`src/rtl/cvcd_pkg.sv`:
```
package cvcd_pkg;

  // Number of debounced channels and the slow stage divide ratio.
  localparam int CHANNELS    = 8;
  localparam int SLOW_DIVIDE = 4;

  // Width of the tick phase counter.
  localparam int PHASE_W = (SLOW_DIVIDE > 1) ? $clog2(SLOW_DIVIDE) : 1;

  // Fixed width of the channel fields on the ports.
  localparam int FIELD_W = 8;

  // Bits kept when the port test error flag is raised.
  localparam logic [FIELD_W-1:0] PORT_TEST_KEEP = 8'hF0;

  // One bit per channel.
  typedef logic [CHANNELS-1:0] chan_t;

  // Tick phase counter value.
  typedef logic [PHASE_W-1:0] phase_t;

endpackage

```
`src/rtl/cascaded_vertical_counter_debouncer.sv`:
```
// Two-stage vertical counter debouncer for a bank of parallel channels.
// Input channel: in_valid / in_stall carry one tick, a raw sample of every
// channel plus the port test error flag. Output channel: out_valid /
// out_stall carry one result per tick: the held selection, the fast and
// slow debounced levels and a flag marking ticks on which the slow stage
// and the selection stepped.
// The fast stage steps on every tick; the slow stage steps on every
// SLOW_DIVIDE-th tick on the fast stage's new levels. The selection mask
// register (cfg_write_en / cfg_write_data) picks fast or slow per channel.
// A tick is accepted into the input register, and its result is presented
// when it passes into the result register. Throughput: one tick per cycle
// while the receiver does not stall, set by the single pass of bitwise logic
// between the two registers.
// Reset (rst, synchronous) clears both stages, the phase counter, the held
// selection, the mask and both valid flags. When the receiver stalls, the
// result is held and one further tick waits in the input register; in_stall
// rises only when both registers are full.
module cascaded_vertical_counter_debouncer (
  input  logic       clk,
  input  logic       rst,
  input  logic       in_valid,
  output logic       in_stall,
  input  logic [7:0] raw_sample,
  input  logic       port_test_error,
  output logic       out_valid,
  input  logic       out_stall,
  output logic [7:0] selected_inputs,
  output logic [7:0] fast_debounced,
  output logic [7:0] slow_debounced,
  output logic       slow_updated,
  input  logic       cfg_write_en,
  input  logic [7:0] cfg_write_data
);

  logic                   hold_valid;
  cvcd_pkg::chan_t        hold_sample;
  logic                   hold_err;
  logic                   move;
  logic                   slow_step;
  cvcd_pkg::phase_t       phase;
  cvcd_pkg::chan_t        path_select_mask;
  cvcd_pkg::chan_t        held_selection;
  cvcd_pkg::chan_t        sel_raw;
  cvcd_pkg::chan_t        sel_next;
  cvcd_pkg::chan_t        fast_level;
  cvcd_pkg::chan_t        fast_level_next;
  cvcd_pkg::chan_t        slow_level;
  cvcd_pkg::chan_t        slow_level_next;

  // A tick moves on when the result register is empty or being drained.
  assign move     = hold_valid && (!out_valid || !out_stall);
  assign in_stall = hold_valid && !move;

  // The slow stage steps on the tick that wraps the phase counter.
  assign slow_step = move && (phase == cvcd_pkg::phase_t'(cvcd_pkg::SLOW_DIVIDE - 1));

  // Input register.
  always_ff @(posedge clk) begin
    if (rst) begin
      hold_valid <= 1'b0;
    end else if (!in_stall) begin
      hold_valid <= in_valid;
    end
  end

  always_ff @(posedge clk) begin
    if (in_valid && !in_stall) begin
      hold_sample <= cvcd_pkg::chan_t'(raw_sample);
      hold_err    <= port_test_error;
    end
  end

  // Selection mask register.
  always_ff @(posedge clk) begin
    if (rst) begin
      path_select_mask <= '0;
    end else if (cfg_write_en) begin
      path_select_mask <= cvcd_pkg::chan_t'(cfg_write_data);
    end
  end

  // Tick phase counter, modulo SLOW_DIVIDE.
  always_ff @(posedge clk) begin
    if (rst) begin
      phase <= '0;
    end else if (move) begin
      if (slow_step) begin
        phase <= '0;
      end else begin
        phase <= phase + cvcd_pkg::phase_t'(1);
      end
    end
  end

  // Fast stage steps on every tick.
  cvcd_vc_stage u_fast (
    .clk        (clk),
    .rst        (rst),
    .step       (move),
    .sample     (hold_sample),
    .level      (fast_level),
    .level_next (fast_level_next)
  );

  // Slow stage follows the fast stage's updated levels.
  cvcd_vc_stage u_slow (
    .clk        (clk),
    .rst        (rst),
    .step       (slow_step),
    .sample     (fast_level_next),
    .level      (slow_level),
    .level_next (slow_level_next)
  );

  // Per-channel choice of fast or slow level, with the port test clamp.
  always_comb begin
    sel_raw  = (path_select_mask & fast_level_next) | (~path_select_mask & slow_level_next);
    sel_next = hold_err ? (sel_raw & cvcd_pkg::chan_t'(cvcd_pkg::PORT_TEST_KEEP)) : sel_raw;
  end

  always_ff @(posedge clk) begin
    if (rst) begin
      held_selection <= '0;
    end else if (slow_step) begin
      held_selection <= sel_next;
    end
  end

  // Result register.
  always_ff @(posedge clk) begin
    if (rst) begin
      out_valid <= 1'b0;
    end else if (move) begin
      out_valid <= 1'b1;
    end else if (!out_stall) begin
      out_valid <= 1'b0;
    end
  end

  always_ff @(posedge clk) begin
    if (move) begin
      selected_inputs <= cvcd_pkg::FIELD_W'(slow_step ? sel_next : held_selection);
      fast_debounced  <= cvcd_pkg::FIELD_W'(fast_level_next);
      slow_debounced  <= cvcd_pkg::FIELD_W'(slow_level_next);
      slow_updated    <= slow_step;
    end
  end

`ifndef SYNTHESIS
  // The phase counter only advances when a transaction moves on.
  a_phase_hold: assert property (@(posedge clk) disable iff (rst)
    !move |=> $stable(phase))
    else $error("phase changed without a transaction");

  // The slow levels change only on a slow step.
  a_slow_hold: assert property (@(posedge clk) disable iff (rst)
    !slow_step |=> $stable(slow_level))
    else $error("slow stage changed outside a slow step");

  // The held selection changes only on a slow step.
  a_sel_hold: assert property (@(posedge clk) disable iff (rst)
    !slow_step |=> $stable(held_selection))
    else $error("selection changed outside a slow step");

  // A presented result carries the fast stage's current levels.
  a_fast_match: assert property (@(posedge clk) disable iff (rst)
    move |=> (fast_debounced == cvcd_pkg::FIELD_W'(fast_level)))
    else $error("result does not match fast stage levels");

  // A slow-updated result carries the selection just stored.
  a_sel_match: assert property (@(posedge clk) disable iff (rst)
    slow_step |=> (selected_inputs == cvcd_pkg::FIELD_W'(held_selection)))
    else $error("result does not match stored selection");
`endif

endmodule

```
`src/rtl/cvcd_vc_stage.sv`:
```
module cvcd_vc_stage (
  input  logic            clk,
  input  logic            rst,
  input  logic            step,
  input  cvcd_pkg::chan_t sample,
  output cvcd_pkg::chan_t level,
  output cvcd_pkg::chan_t level_next
);

  cvcd_pkg::chan_t cnt_lo;
  cvcd_pkg::chan_t cnt_hi;
  cvcd_pkg::chan_t diff;
  cvcd_pkg::chan_t cnt_lo_next;
  cvcd_pkg::chan_t cnt_hi_next;
  cvcd_pkg::chan_t busy;

  // Two-bit vertical counter per channel: it counts only while the sample
  // differs from the level, and the level follows the sample when it wraps.
  always_comb begin
    diff        = sample ^ level;
    cnt_lo_next = (cnt_lo ^ cnt_hi) & diff;
    cnt_hi_next = ~cnt_hi & diff;
    busy        = cnt_lo_next | cnt_hi_next;
    level_next  = step ? ((busy & level) | (~busy & sample)) : level;
  end

  // Counter and level registers advance only on a step.
  always_ff @(posedge clk) begin
    if (rst) begin
      cnt_lo <= '0;
      cnt_hi <= '0;
      level  <= '0;
    end else if (step) begin
      cnt_lo <= cnt_lo_next;
      cnt_hi <= cnt_hi_next;
      level  <= level_next;
    end
  end

endmodule

```
`config.mk`:
```
export PLATFORM = sky130hd
export DESIGN_NAME = cascaded_vertical_counter_debouncer
export DESIGN_NICKNAME = d
export VERILOG_FILES = /design/src/rtl/cvcd_pkg.sv /design/src/rtl/cascaded_vertical_counter_debouncer.sv /design/src/rtl/cvcd_vc_stage.sv
export SDC_FILE = /design/constraint.sdc
export NUM_CORES = 1
export LEC_CHECK = 0
export BUFFER_PORTS_ARGS = -buffer_cell sky130_fd_sc_hd__clkbuf_2
export CAP_MARGIN = 20
export CORE_AREA = 2 2 142 89
export CTS_CLUSTER_DIAMETER = 100
export CTS_CLUSTER_SIZE = 28
export DETAILED_ROUTE_END_ITERATION = 10
export DIE_AREA = 0 0 144 91
export PLACE_DENSITY = 0.7
export RECOVER_POWER = 50
export SLEW_MARGIN = 20
export SYNTH_ARGS = -nofsm -noshare
export SYNTH_HDL_FRONTEND = slang
export SYNTH_SLANG_ARGS = --single-unit
```
`constraint.sdc`:
```
create_clock -name clk -period 1.79 [get_ports clk]
set_input_delay 0.0895 -clock clk [delete_from_list [all_inputs] [get_ports clk]]
set_output_delay 0.0895 -clock clk [all_outputs]
set_load 0.005 [all_outputs]
```
Word level (Yosys, flattened, before mapping)
Cells that the tools add are included.
{"block": "word_totals", "regBits": 102, "in_bits": 22, "out_inout_bits": 27, "word_cells": 60}
{"block": "op_classes", "addsub": 1, "n_eq_ne": 2, "mux": 7, "bitwise": 24, "n_reduce_logical": 9}
{"op": "8-bit bitwise AND", "n": 10}
{"op": "8-bit inverter", "n": 5}
{"op": "8-bit OR", "n": 5}
{"op": "8-bit bitwise XOR", "n": 4}
{"op": "8-bit 2-to-1 mux", "n": 3}
{"op": "1-bit logical AND", "n": 4}
{"op": "1-bit logical NOT", "n": 4}
{"op": "4-bit 2-to-1 mux", "n": 1}
{"op": "2-bit by 1-bit adder with 2-bit output (second input constant)", "n": 1}
{"op": "2-bit equality test (second input constant)", "n": 1}
{"op": "1-bit 2-to-1 mux", "n": 2}
{"op": "2-bit 2-to-1 mux", "n": 1}
{"op": "2-bit by 1-bit inequality test with 1-bit output (second input constant)", "n": 1}
{"op": "1-bit logical OR", "n": 1}

Logic depth before layout (Yosys ltp)
Gate-level depths: netlist of the first run.
{"block": "depth", "ltp_word": 18, "depth_mapped": 7, "depth_no_buf": 6}

Cells and area by module
From an unflattened synthesis of the first run, not the netlist that was laid out.
{"block": "unflattened", "hier_cells": 370, "area_unflattened_um2": 4480.5}
{"module": "cvcd_vc_stage", "instances": 2, "cells_per_inst": 121, "area_each_um2": 1273.7, "seq_area_each_um2": 480.5}
{"module": "cascaded_vertical_counter_debouncer", "instances": 1, "cells_per_inst": 128, "area_each_um2": 1933.1, "seq_area_each_um2": 1421.4}

Worst setup path before layout of the first run
Ideal clock, no wire load.
{"block": "synth_path", "path_type": "register -> register", "startpoint": "register hold_valid", "endpoint": "register u_fast.cnt_lo[7]", "setup_ns": 0.071, "t_arrival_ns": 1.611, "required_ns": 1.719, "slack_ns": 0.109, "stages_incl_launch_ff": 8, "path_buffers": 2, "period_less_slack_ns": 1.681, "path_cell_list": "dfxtp_1 > a21bo_4 > inv_2 > buf_4 > buf_2 > nand3b_1 > a21o_1 > a21oi_1"}
{"block": "synth_between", "elab_chain_cells": 1}
{"element": "from (decl)", "line": "cascaded_vertical_counter_debouncer.sv:35", "source": "logic hold_valid;"}
{"element": "from (signal assigned)", "line": "cascaded_vertical_counter_debouncer.sv:62", "source": "hold_valid <= in_valid;"}
{"element": "1-bit logical AND", "line": "cascaded_vertical_counter_debouncer.sv:51", "source": "assign move = hold_valid && (!out_valid || !out_stall);"}
{"element": "named net move", "line": "cascaded_vertical_counter_debouncer.sv:38", "source": "logic move;"}
{"element": "to (signal assigned)", "line": "cvcd_vc_stage.sv:34", "source": "cnt_lo <= cnt_lo_next;"}
{"element": "to (decl)", "line": "cvcd_vc_stage.sv:10", "source": "cvcd_pkg::chan_t cnt_lo;"}
The timed path passes the listed nets, and every way through them passes these cells.
A chain may end at the register's enable or synchronous reset.

Worst setup path after layout of the first run
{"block": "layout_path", "startpoint": "register hold_valid", "endpoint": "register u_slow.cnt_hi[1]"}
{"block": "layout_between", "elab_chain_cells": 4, "word_cells_on_any_way": 5, "cone_classes": "1 x mux; 2 x bitwise; 2 x reduce/logical"}
{"element": "1-bit logical AND (*)", "line": "cascaded_vertical_counter_debouncer.sv:51"}
{"element": "8-bit 2-to-1 mux", "line": "cvcd_vc_stage.sv:24", "source": "level_next = step ? ((busy & level) | (~busy & sample)) : level;"}
{"element": "8-bit bitwise XOR", "line": "cvcd_vc_stage.sv:20", "source": "diff = sample ^ level;"}
{"element": "8-bit bitwise AND", "line": "cvcd_vc_stage.sv:22", "source": "cnt_hi_next = ~cnt_hi & diff;"}
{"element": "to (signal assigned)", "line": "cvcd_vc_stage.sv:35", "source": "cnt_hi <= cnt_hi_next;"}
{"element": "to (decl)", "line": "cvcd_vc_stage.sv:11", "source": "cvcd_pkg::chan_t cnt_hi;"}
Mark *: on every way between the ends. The rest lies on a longest branch, timed or not.

==> results of run 1 <==
## where the power goes
group	switching [mW]	internal (mW)	leakage (nW)	total, mW
Sequential	0.0432	2.45	0.874	2.49
Clock	0.854	1.35	0.165	2.20
Combinational	0.164	0.135	1.12	0.298
## synthesized netlist by cell type, drive strengths merged, types with 6 or more instances
library cell  number
a211o             12
a21o               8
a21oi             39
a31oi             12
buf               11
clkbuf            13
dfxtp             68
edfxtp            34
inv                7
mux2i              8
nand2             53
nand2b            20
nand3b            16
nand4             15
nor2              37
nor2b             13
nor3              22
o211ai             6
o21ai              8
o221ai             7
or3                6
xnor2              8
## state kept, by name (all words and copies together), names as in the netlist, 8 cells and up
| signal | count |
|---|---|
| fast_debounced | 8 |
| held_selection | 8 |
| hold_sample | 8 |
| path_select_mask | 8 |
| selected_inputs | 8 |
| slow_debounced | 8 |
| u_fast.cnt_hi | 8 |
| u_fast.cnt_lo | 8 |
| u_fast.level | 8 |
| u_slow.cnt_hi | 8 |
| u_slow.cnt_lo | 8 |
| u_slow.level | 8 |
## cell type report
type                    count  area share
clock buffers              13     0.04656
clock inverters             3     0.01116
inverters                   8    0.005578
multi-input cells         338      0.3716
flip-flops and latches    102      0.4085
well taps                 165     0.03540
repair buffers             99      0.1212
## through the flow
step                      std cells  utilization  setup TNS, ns  cell area, um2  setup WS, ns
after detailed placement        693       0.4457       -0.01332            5238      -0.01216
after global routing            728       0.4962              0            5832      0.001372
after CTS                       727       0.4899              0            5758       0.01158
after global placement          693       0.4457              0            5238       0.03737
after floorplan                 472            -              0            4609        0.1086
final                           728       0.4962              0            5832       0.08873
## worst min-delay path: stages
cell and delay (ns):
sky130_fd_sc_hd__clkbuf_2 0.11, sky130_fd_sc_hd__a21oi_1 0.07, sky130_fd_sc_hd__nor2_1 0.07
## logic make-up (layout without fill, tap and decap cells)
family | after synthesis | count (layout)
simple gates | 207 | 207
flops | 102 | 102
xor+xnor | 8 | 8
compound gates | 114 | 114
buf+inv | 32 | 123
fa+ha+maj | 1 | 1
mux | 8 | 8
## timing repair
action	in CTS	in global routing
cloned	0	1
hold endpoints to repair	18	0
endpoints found under the setup margin	3	17
hold buffers	18	0
gates resized for setup	2	16
## per-layer routing
metal | part of all wire | up-vias
li1 | - | 1929
met4 | 0.0076 | 0
met3 | 0.042 | 7
met2 | 0.47 | 76
met1 | 0.48 | 1916
met5 | 0 | -
## worst paths after layout
kind                                         end  slack [ns]  depth (start not counted)
worst min-delay path                   out_valid        0.03                          3
worst min register to register          phase[1]        0.48                          2
worst max register to register  u_slow.cnt_hi[1]        0.09                          6
worst max-delay path            u_slow.cnt_hi[1]        0.09                          6
## cell usage in the layout (no fill, tap or decap), types with 5 or more instances in the layout
| cell type | synthesis | routed |
|---|---|---|
| sky130_fd_sc_hd__a211o_1 | 12 | 12 |
| sky130_fd_sc_hd__a21o_1 | 8 | 8 |
| sky130_fd_sc_hd__a21oi_1 | 39 | 39 |
| sky130_fd_sc_hd__a31oi_1 | 12 | 7 |
| sky130_fd_sc_hd__buf_4 | 1 | 23 |
| sky130_fd_sc_hd__clkbuf_1 | 13 | 20 |
| sky130_fd_sc_hd__clkbuf_16 | 0 | 11 |
| sky130_fd_sc_hd__clkbuf_2 | 0 | 34 |
| sky130_fd_sc_hd__dfxtp_1 | 68 | 68 |
| sky130_fd_sc_hd__dlygate4sd3_1 | 0 | 18 |
| sky130_fd_sc_hd__edfxtp_1 | 34 | 34 |
| sky130_fd_sc_hd__inv_1 | 6 | 6 |
| sky130_fd_sc_hd__mux2i_1 | 8 | 8 |
| sky130_fd_sc_hd__nand2_1 | 53 | 52 |
| sky130_fd_sc_hd__nand2b_1 | 20 | 20 |
| sky130_fd_sc_hd__nand3b_1 | 16 | 16 |
| sky130_fd_sc_hd__nand4_1 | 11 | 11 |
| sky130_fd_sc_hd__nor2_1 | 37 | 37 |
| sky130_fd_sc_hd__nor2b_1 | 13 | 13 |
| sky130_fd_sc_hd__nor3_1 | 22 | 22 |
| sky130_fd_sc_hd__o211ai_1 | 6 | 6 |
| sky130_fd_sc_hd__o21ai_1 | 4 | 6 |
| sky130_fd_sc_hd__o221ai_1 | 7 | 6 |
| sky130_fd_sc_hd__or3_1 | 5 | 5 |
| sky130_fd_sc_hd__xnor2_1 | 8 | 8 |
==> flow_results.org, run 1 <==
** Routing
- The detailed router finished its first iteration with 237 violations.
- Detail Route Antenna Nets :: 0
- Per-cell routed wire length :: 15.88 um
- DRC violation count after routing :: 0
- Detailed-route vias per instance :: 5.396
- Overall routed net length :: 11560 um
- Via count of the routed design :: 3928
- First-pass detailed-route iteration total :: 5

** Floorplanning
- The total area inside the core boundary comes to 11750 um2.
- In this run the core area contains 31 standard-cell rows.
- The die is 91 um tall.
- The die is 144 um wide.
- The die covers 13100 um2.
- Initial cell density of the core :: 0.3922
- Number of top-level pins :: 49

** Global routing
- Met3 Usage GRT :: 0.04219
- For met1 alone, demand over resource in global routing was 0.2373.
- Via count of the first global-routing pass :: 3698
- The first global-routing pass estimated 18150 um of wire.
- Largest net degree at the start of global routing :: 40
- For met2 alone, demand over resource in global routing was 0.2766.
- Across every metal layer, demand over resource in global routing totals 0.1753.
- Initial antenna violation count :: 0
- Grt ovf :: 0
- After global routing, the most crowded layer is met2.

** Logic synthesis
- Mapped Avg Cell Area :: 9.766 um2
- After synthesis, the largest family of logic cells by area is simple AND/OR/NAND/NOR gates.
- Post-synthesis instance total :: 472
- Of the total synthesized cell area, the portion taken by full adders, half adders and majority gates is 0.002714.
- For this run, the leading register cell type out of synthesis is sky130_fd_sc_hd__dfxtp_1.
- Mux cell area share after synthesis :: 0.01737
- Of all flip-flops after synthesis, the portion carrying an async set or reset was 0.
- Number of enable-type register cells in the synthesized netlist :: 34
- Compound-Gate Fraction of Synth Area :: 0.1694
- Post-synth top area share :: 0.2953
- Of the total synthesized cell area, the portion taken by XOR and XNOR cells is 0.01520.
- The synthesized design spends more area on one cell type than any other, namely sky130_fd_sc_hd__dfxtp_1.
- Post-synthesis net count :: 495
- Warning count from the yosys run :: 0
- Synthesis-stage register bit count :: 102
- Most area-consuming cells after synthesis :: sky130_fd_sc_hd__dfxtp_1, sky130_fd_sc_hd__edfxtp_1, sky130_fd_sc_hd__nand2_1
- The mapped netlist covers 4609 um2.
- Of the total synthesized cell area, the portion taken by AND, OR, NAND and NOR gates is 0.2484.
- Unique cell type count in the Yosys netlist :: 47
- Post-synthesis sequential area ratio :: 0.5168

** CTS
- H-Tree Level Count :: 3
- Buffers added to address setup during post-CTS repair amount to 0.
- For this design, the sink count on the clock tree is 102.
- Worst-skew pair later-pin latency :: 0.35 ns
- Clock tree buffer depth :: 2
- Number of buffers created by CTS :: 9
- Clock tree root driver cell :: sky130_fd_sc_hd__clkbuf_16
- After clock tree synthesis, the clock-pin slew on the worst setup and hold paths is 0.06 ns.
- Clock tree from TritonCTS :: done

** Critical path
- The largest individual stage delay along the critical path comes from the cell sky130_fd_sc_hd__a2111o_1.
- Along the worst path, the maximum fanout reaches 29.
- CP startpoint :: hold_valid
- On the worst path, the slowest cell contributes a delay of 0.42 ns.
- Worst setup path class :: reg -> reg
- Traced cell by cell, the critical path runs through a21bo_4 -> inv_4 -> buf_12 -> nand4_2 -> a2111o_1 -> o221ai_1.
- Startpoint kind of the worst setup timing path :: flop
- Broken down by cell family, the worst path's largest delay share belongs to compound AO/OA/AOI/OAI gates.
- STA puts the critical path data required time at 2.06 ns.
- In this run the critical register-to-register path is launched from hold_valid.
- At the worst endpoint, the arrival time is 1.97 ns.
- The worst setup path is captured at a flop.
- CP Buf/Inv Count :: 2

** Timing
- The max-slew violation count came to 0.
- Setup repair after global routing left no endpoint under its margin.
- Based on the critical path, the design can be clocked at up to 587.8 MHz.
- Slew @ Worst Pin :: 1.023 ns
- Largest clock skew in the final design :: 0.007623 ns
- Final worst-path cycle share :: 0.9504
- Relative slew margins :: 0.3181
- Across all hold checks on the routed design, the worst slack comes to 0.02694 ns.
- The number of hold-slack violations in the final timing report is 0.
- Setup violations remaining at the end of the flow were counted as 0.
- Shortest clock period the worst path allows after layout :: 1.701 ns

** Run
- Number of max-cap violations :: 0

** Place
- Global placer's final weighted congestion :: 0.8686
- Sum of net half-perimeters after detailed placement :: 7535 um
- Total of buffers placed on input and output ports :: 48

** Power
- IR analysis of the VDD net gives a maximum drop of 0.4119 mV.
- Summing internal, switching and leakage power gives 4.994 mW.
- Total leakage power :: 2.160 nW
- Dividing total power by cell area gives a power density of 856.3 nW/um2.

** Final layout
- Synthesis-to-layout area growth :: 26.52%
- Of the cells placed in the final design, the portion with a size suffix greater than 1 is 0.1794.
- Fill cell count :: 1074
- The number of antenna diodes in the final layout is 0.
- Summing all multi-input logic gate instances after layout gives 2167 um2.
- Final Net Count :: 581
- Register area :: 2382 um2

** Min path
- The worst hold path belongs to the class in -> reg.
- The startpoint identified for the worst hold timing path is out_stall.

** Status
- The flow ran to the end, and the final reports show no timing, DRC or antenna violations.
(Power assumes the default switching activity.)
==> run 2: changes to the inputs <==
--- a/config.mk
+++ b/config.mk
@@ -5,7 +5,7 @@
 export SDC_FILE = /design/constraint.sdc
 export NUM_CORES = 1
 export LEC_CHECK = 0
-export BUFFER_PORTS_ARGS = -buffer_cell sky130_fd_sc_hd__clkbuf_2
+export BUFFER_PORTS_ARGS = -buffer_cell sky130_fd_sc_hd__buf_2
 export CAP_MARGIN = 20
 export CORE_AREA = 2 2 142 89
 export CTS_CLUSTER_DIAMETER = 100
==> run 2 against run 1 <==
Cell area decreased by 0.66%. Core utilization is 0.33 points lower. Count of clock-buffer cells in the layout is 1 lower. Worst setup slack got worse by 0.029 ns. Combinational power rose by 1%. Routed wire length fell by 1.0%. Hold slack improved by 0.012 ns. Clock skew up 0.0010 ns. Sequential power barely moved. Sequential share of layout area up 0.27 points. Largest power group unchanged.
==> flow_results.org, run 2 (same netlist as run 1, synthesis figures left out) <==
** Timing
- The max-slew violation count was 0 (unchanged).
- Relative slew margins :: 0.5920 (+0.2739)
- The number of hold-slack violations in the final timing report came to 0 (unchanged).
- Maximum clock rate :: 577.9 MHz (-1.7%)
- Hold WS :: 0.03940 ns (+0.01246 ns)
- The summed negative setup slack over all endpoints was 0 ns (unchanged).
- Setup repair after global routing could not meet its margin everywhere.
- The number of setup violations in the final report was 0 (unchanged).
- Shortest clock period the worst path allows after layout :: 1.730 ns (+0.02922 ns)
- Final worst-path cycle share :: 0.9668 (+0.01632)
- Largest clock skew in the final design :: 0.008627 ns (+0.001004 ns)
- Slew @ Worst Pin :: 0.6120 ns (-0.4108 ns)

** Global routing
- The first-pass GRT wire length was 18280 um (+0.69%).
- GRT Overall Usage :: 0.1767 (+0.001321)
- The largest net degree at the start of global routing is 35 (-13%).
- Initial antenna violation count :: 0 (unchanged)
- The via count of the first global-routing pass was 3711 (+0.35%).
- The remaining global-route overflow is 0 (unchanged).

** Power
- The switching share of power is 0.2171 (+0.004680).
- The combinational group share of total power was 0.062 (+0.002).
- Clock power share :: 0.426 (-0.015)
- The switching power was 1.057 mW (-0.32%).
- The power per unit of standard cell area is 840.7 nW/um2 (-1.8%).
- The sequential share of power was 0.512 (+0.013).
- VDD IR-drop max :: 0.4586 mV (+11%)
- Total leakage power :: 2.070 nW (-4.2%)
- Cell-internal power :: 3.813 mW (-3.1%)

** Final layout
- The antenna diode count is 0 (unchanged).
- Cell area after layout :: 5793 um2 (-0.66%)
- Synthesis-to-layout area growth :: 25.68%
- Final Net Count :: 581 (unchanged)
- Final Instance Count excl. Fillers :: 728 (unchanged)
- Fraction of final layout cells with drive strength greater than 1 :: 0.1741 (-0.005329)
- Leaving out fill and tap cells, the most frequent cell in the layout is sky130_fd_sc_hd__dfxtp_1.
- The final cell utilization of the core is 0.4929 (-0.003301).
- The top cell types in the final layout, fill and taps aside, are sky130_fd_sc_hd__dfxtp_1, sky130_fd_sc_hd__nand2_1, sky130_fd_sc_hd__a21oi_1.
- The number of filler instances in the final layout came to 1077 (+0.28%).

** Critical path
- STA classifies the critical path endpoint as a flop.
- The arrival time of the worst setup path was 1.82 ns (-0.15 ns).
- Data required time at the worst endpoint :: 1.88 ns (-0.18 ns)
- Maximum fanout encountered on the critical timing path :: 19 (-34%)
- Worst setup path class :: reg -> reg
- The worst setup path is launched from a flop.

** CTS
- The number of sinks driven by the clock tree came to 102 (unchanged).
- Clock transition at the register clock pins on the worst setup and hold paths after CTS :: 0.06 ns (about the same)
- Clock tree buffer depth :: 2 (unchanged)
- Worst-skew pair later-pin latency :: 0.35 ns (about the same)
- Clock tree from TritonCTS :: done
- The number of H-tree levels was 3 (unchanged).
- The root buffer cell chosen for the clock tree is sky130_fd_sc_hd__clkbuf_16.
- Number of buffers created by CTS :: 9 (unchanged)

** Place
- Total of buffers placed on input and output ports :: 48 (unchanged)
- Sum of net half-perimeters after detailed placement :: 7495 um (-0.53%)
- The placer congestion estimate was 0.8572 (-1.3%).
- Standard cell area after detailed placement :: 5263 um2 (+0.48%)
- The count of placed standard cells including taps is 693 (unchanged).

** Floorplanning
- The initial core utilization came to 0.3922 (unchanged).
- Die Y-Extent :: 91 um (unchanged)
- The cell row count was 31 (unchanged).
- The area inside the core boundary came to 11750 um2 (unchanged).
- Chip width :: 144 um (unchanged)
- Die area :: 13100 um2 (unchanged)
- Number of top-level pins :: 49 (unchanged)

** Run
- Number of max-cap violations :: 0 (unchanged)

** Status
- Status :: completed

** Routing
- First-pass detailed-route iteration total :: 5 (unchanged)
- Detail Route Antenna Nets :: 0 (unchanged)
- The routed length per instance is 15.72 um (-1.0%).
- Initial DRC count :: 263 (+11%)
- Via count of the routed design :: 4000 (+1.8%)
- Detailed-route vias per instance :: 5.495 (+1.8%)
- The number of design rule violations left after detail routing came to 0 (unchanged).
- Overall routed net length :: 11440 um (-1.0%)

** Min path
- The min-delay analysis places its worst path in the category in -> reg.
[run 2: cell count changes in the layout (fill, tap and decap cells not counted), sizes merged]
| cell | before | now |
|---|---|---|
| clkbuf | 66 | 31 |
| buf | 28 | 62 |
| clkinvlp | 0 | 1 |
[run 2: timing repair]
action	in CTS	in global routing
gates resized for setup	0	11
setup endpoints to repair	0	15
hold buffers	18	0
hold endpoints to repair	18	0
setup buffers	0	0
[run 2: metrics by stage]
stage / setup WS (ns) / power (mW)
after global routing: -0.04092 / 5.049
after floorplan: 0.1086 / 2.689
after detailed placement: 0.02215 / 2.821
after global placement: 0.07713 / 2.811
after CTS: 0.02031 / 4.908
final: 0.05951 / 4.871
[run 2: worst max-delay path: stages (launching register included)]
cell                       delay (ns)
sky130_fd_sc_hd__dfxtp_1         0.34
sky130_fd_sc_hd__a21bo_4         0.27
sky130_fd_sc_hd__inv_4           0.09
sky130_fd_sc_hd__nand2_2         0.11
sky130_fd_sc_hd__buf_12          0.18
sky130_fd_sc_hd__buf_12          0.15
sky130_fd_sc_hd__and4bb_2        0.29
sky130_fd_sc_hd__nor2_1          0.04
[run 2: power by group through the flow]
stage / registers [mW] / clock network [mW] / logic, mW
2_1_floorplan: 2.54 / 0 / 0.151
3_3_place_gp: 2.54 / 0 / 0.268
3_5_place_dp: 2.55 / 0 / 0.274
4_1_cts: 2.49 / 2.11 / 0.304
5_1_grt: 2.50 / 2.22 / 0.328
6_report: 2.50 / 2.07 / 0.302
[run 2: final cells by class]
| type | count | area, um2 | share of cell area |
|---|---|---|---|
| sequential | 102 | 2382 | 0.4112 |
| multi-input combinational | 338 | 2128 | 0.3674 |
| timing repair buffer | 99 | 734.5 | 0.1268 |
| clock buffer | 12 | 236.5 | 0.04082 |
| tap | 165 | 206.4 | 0.03564 |
| clock inverter | 4 | 72.57 | 0.01253 |
| inverter | 8 | 32.53 | 0.005616 |
[run 2: final timing paths]
check | cells past startpoint | start | slack (ns) | to
worst min register to register | 2 | phase[1] | 0.48 | phase[1]
worst max-delay path | 7 | hold_valid | 0.06 | slow_debounced[4]
worst min-delay path | 3 | out_stall | 0.04 | out_valid
worst max register to register | 7 | hold_valid | 0.06 | slow_debounced[4]
[run 2: per-layer routing]
layer | track usage | up-vias | share of wire
li1 | - | 1923 | -
met1 | 0.2447 | 1916 | 0.47
met2 | 0.2694 | 146 | 0.46
met3 | 0.04641 | 15 | 0.065
met4 | 0.05474 | 0 | 0.012
met5 | 0 | - | 0
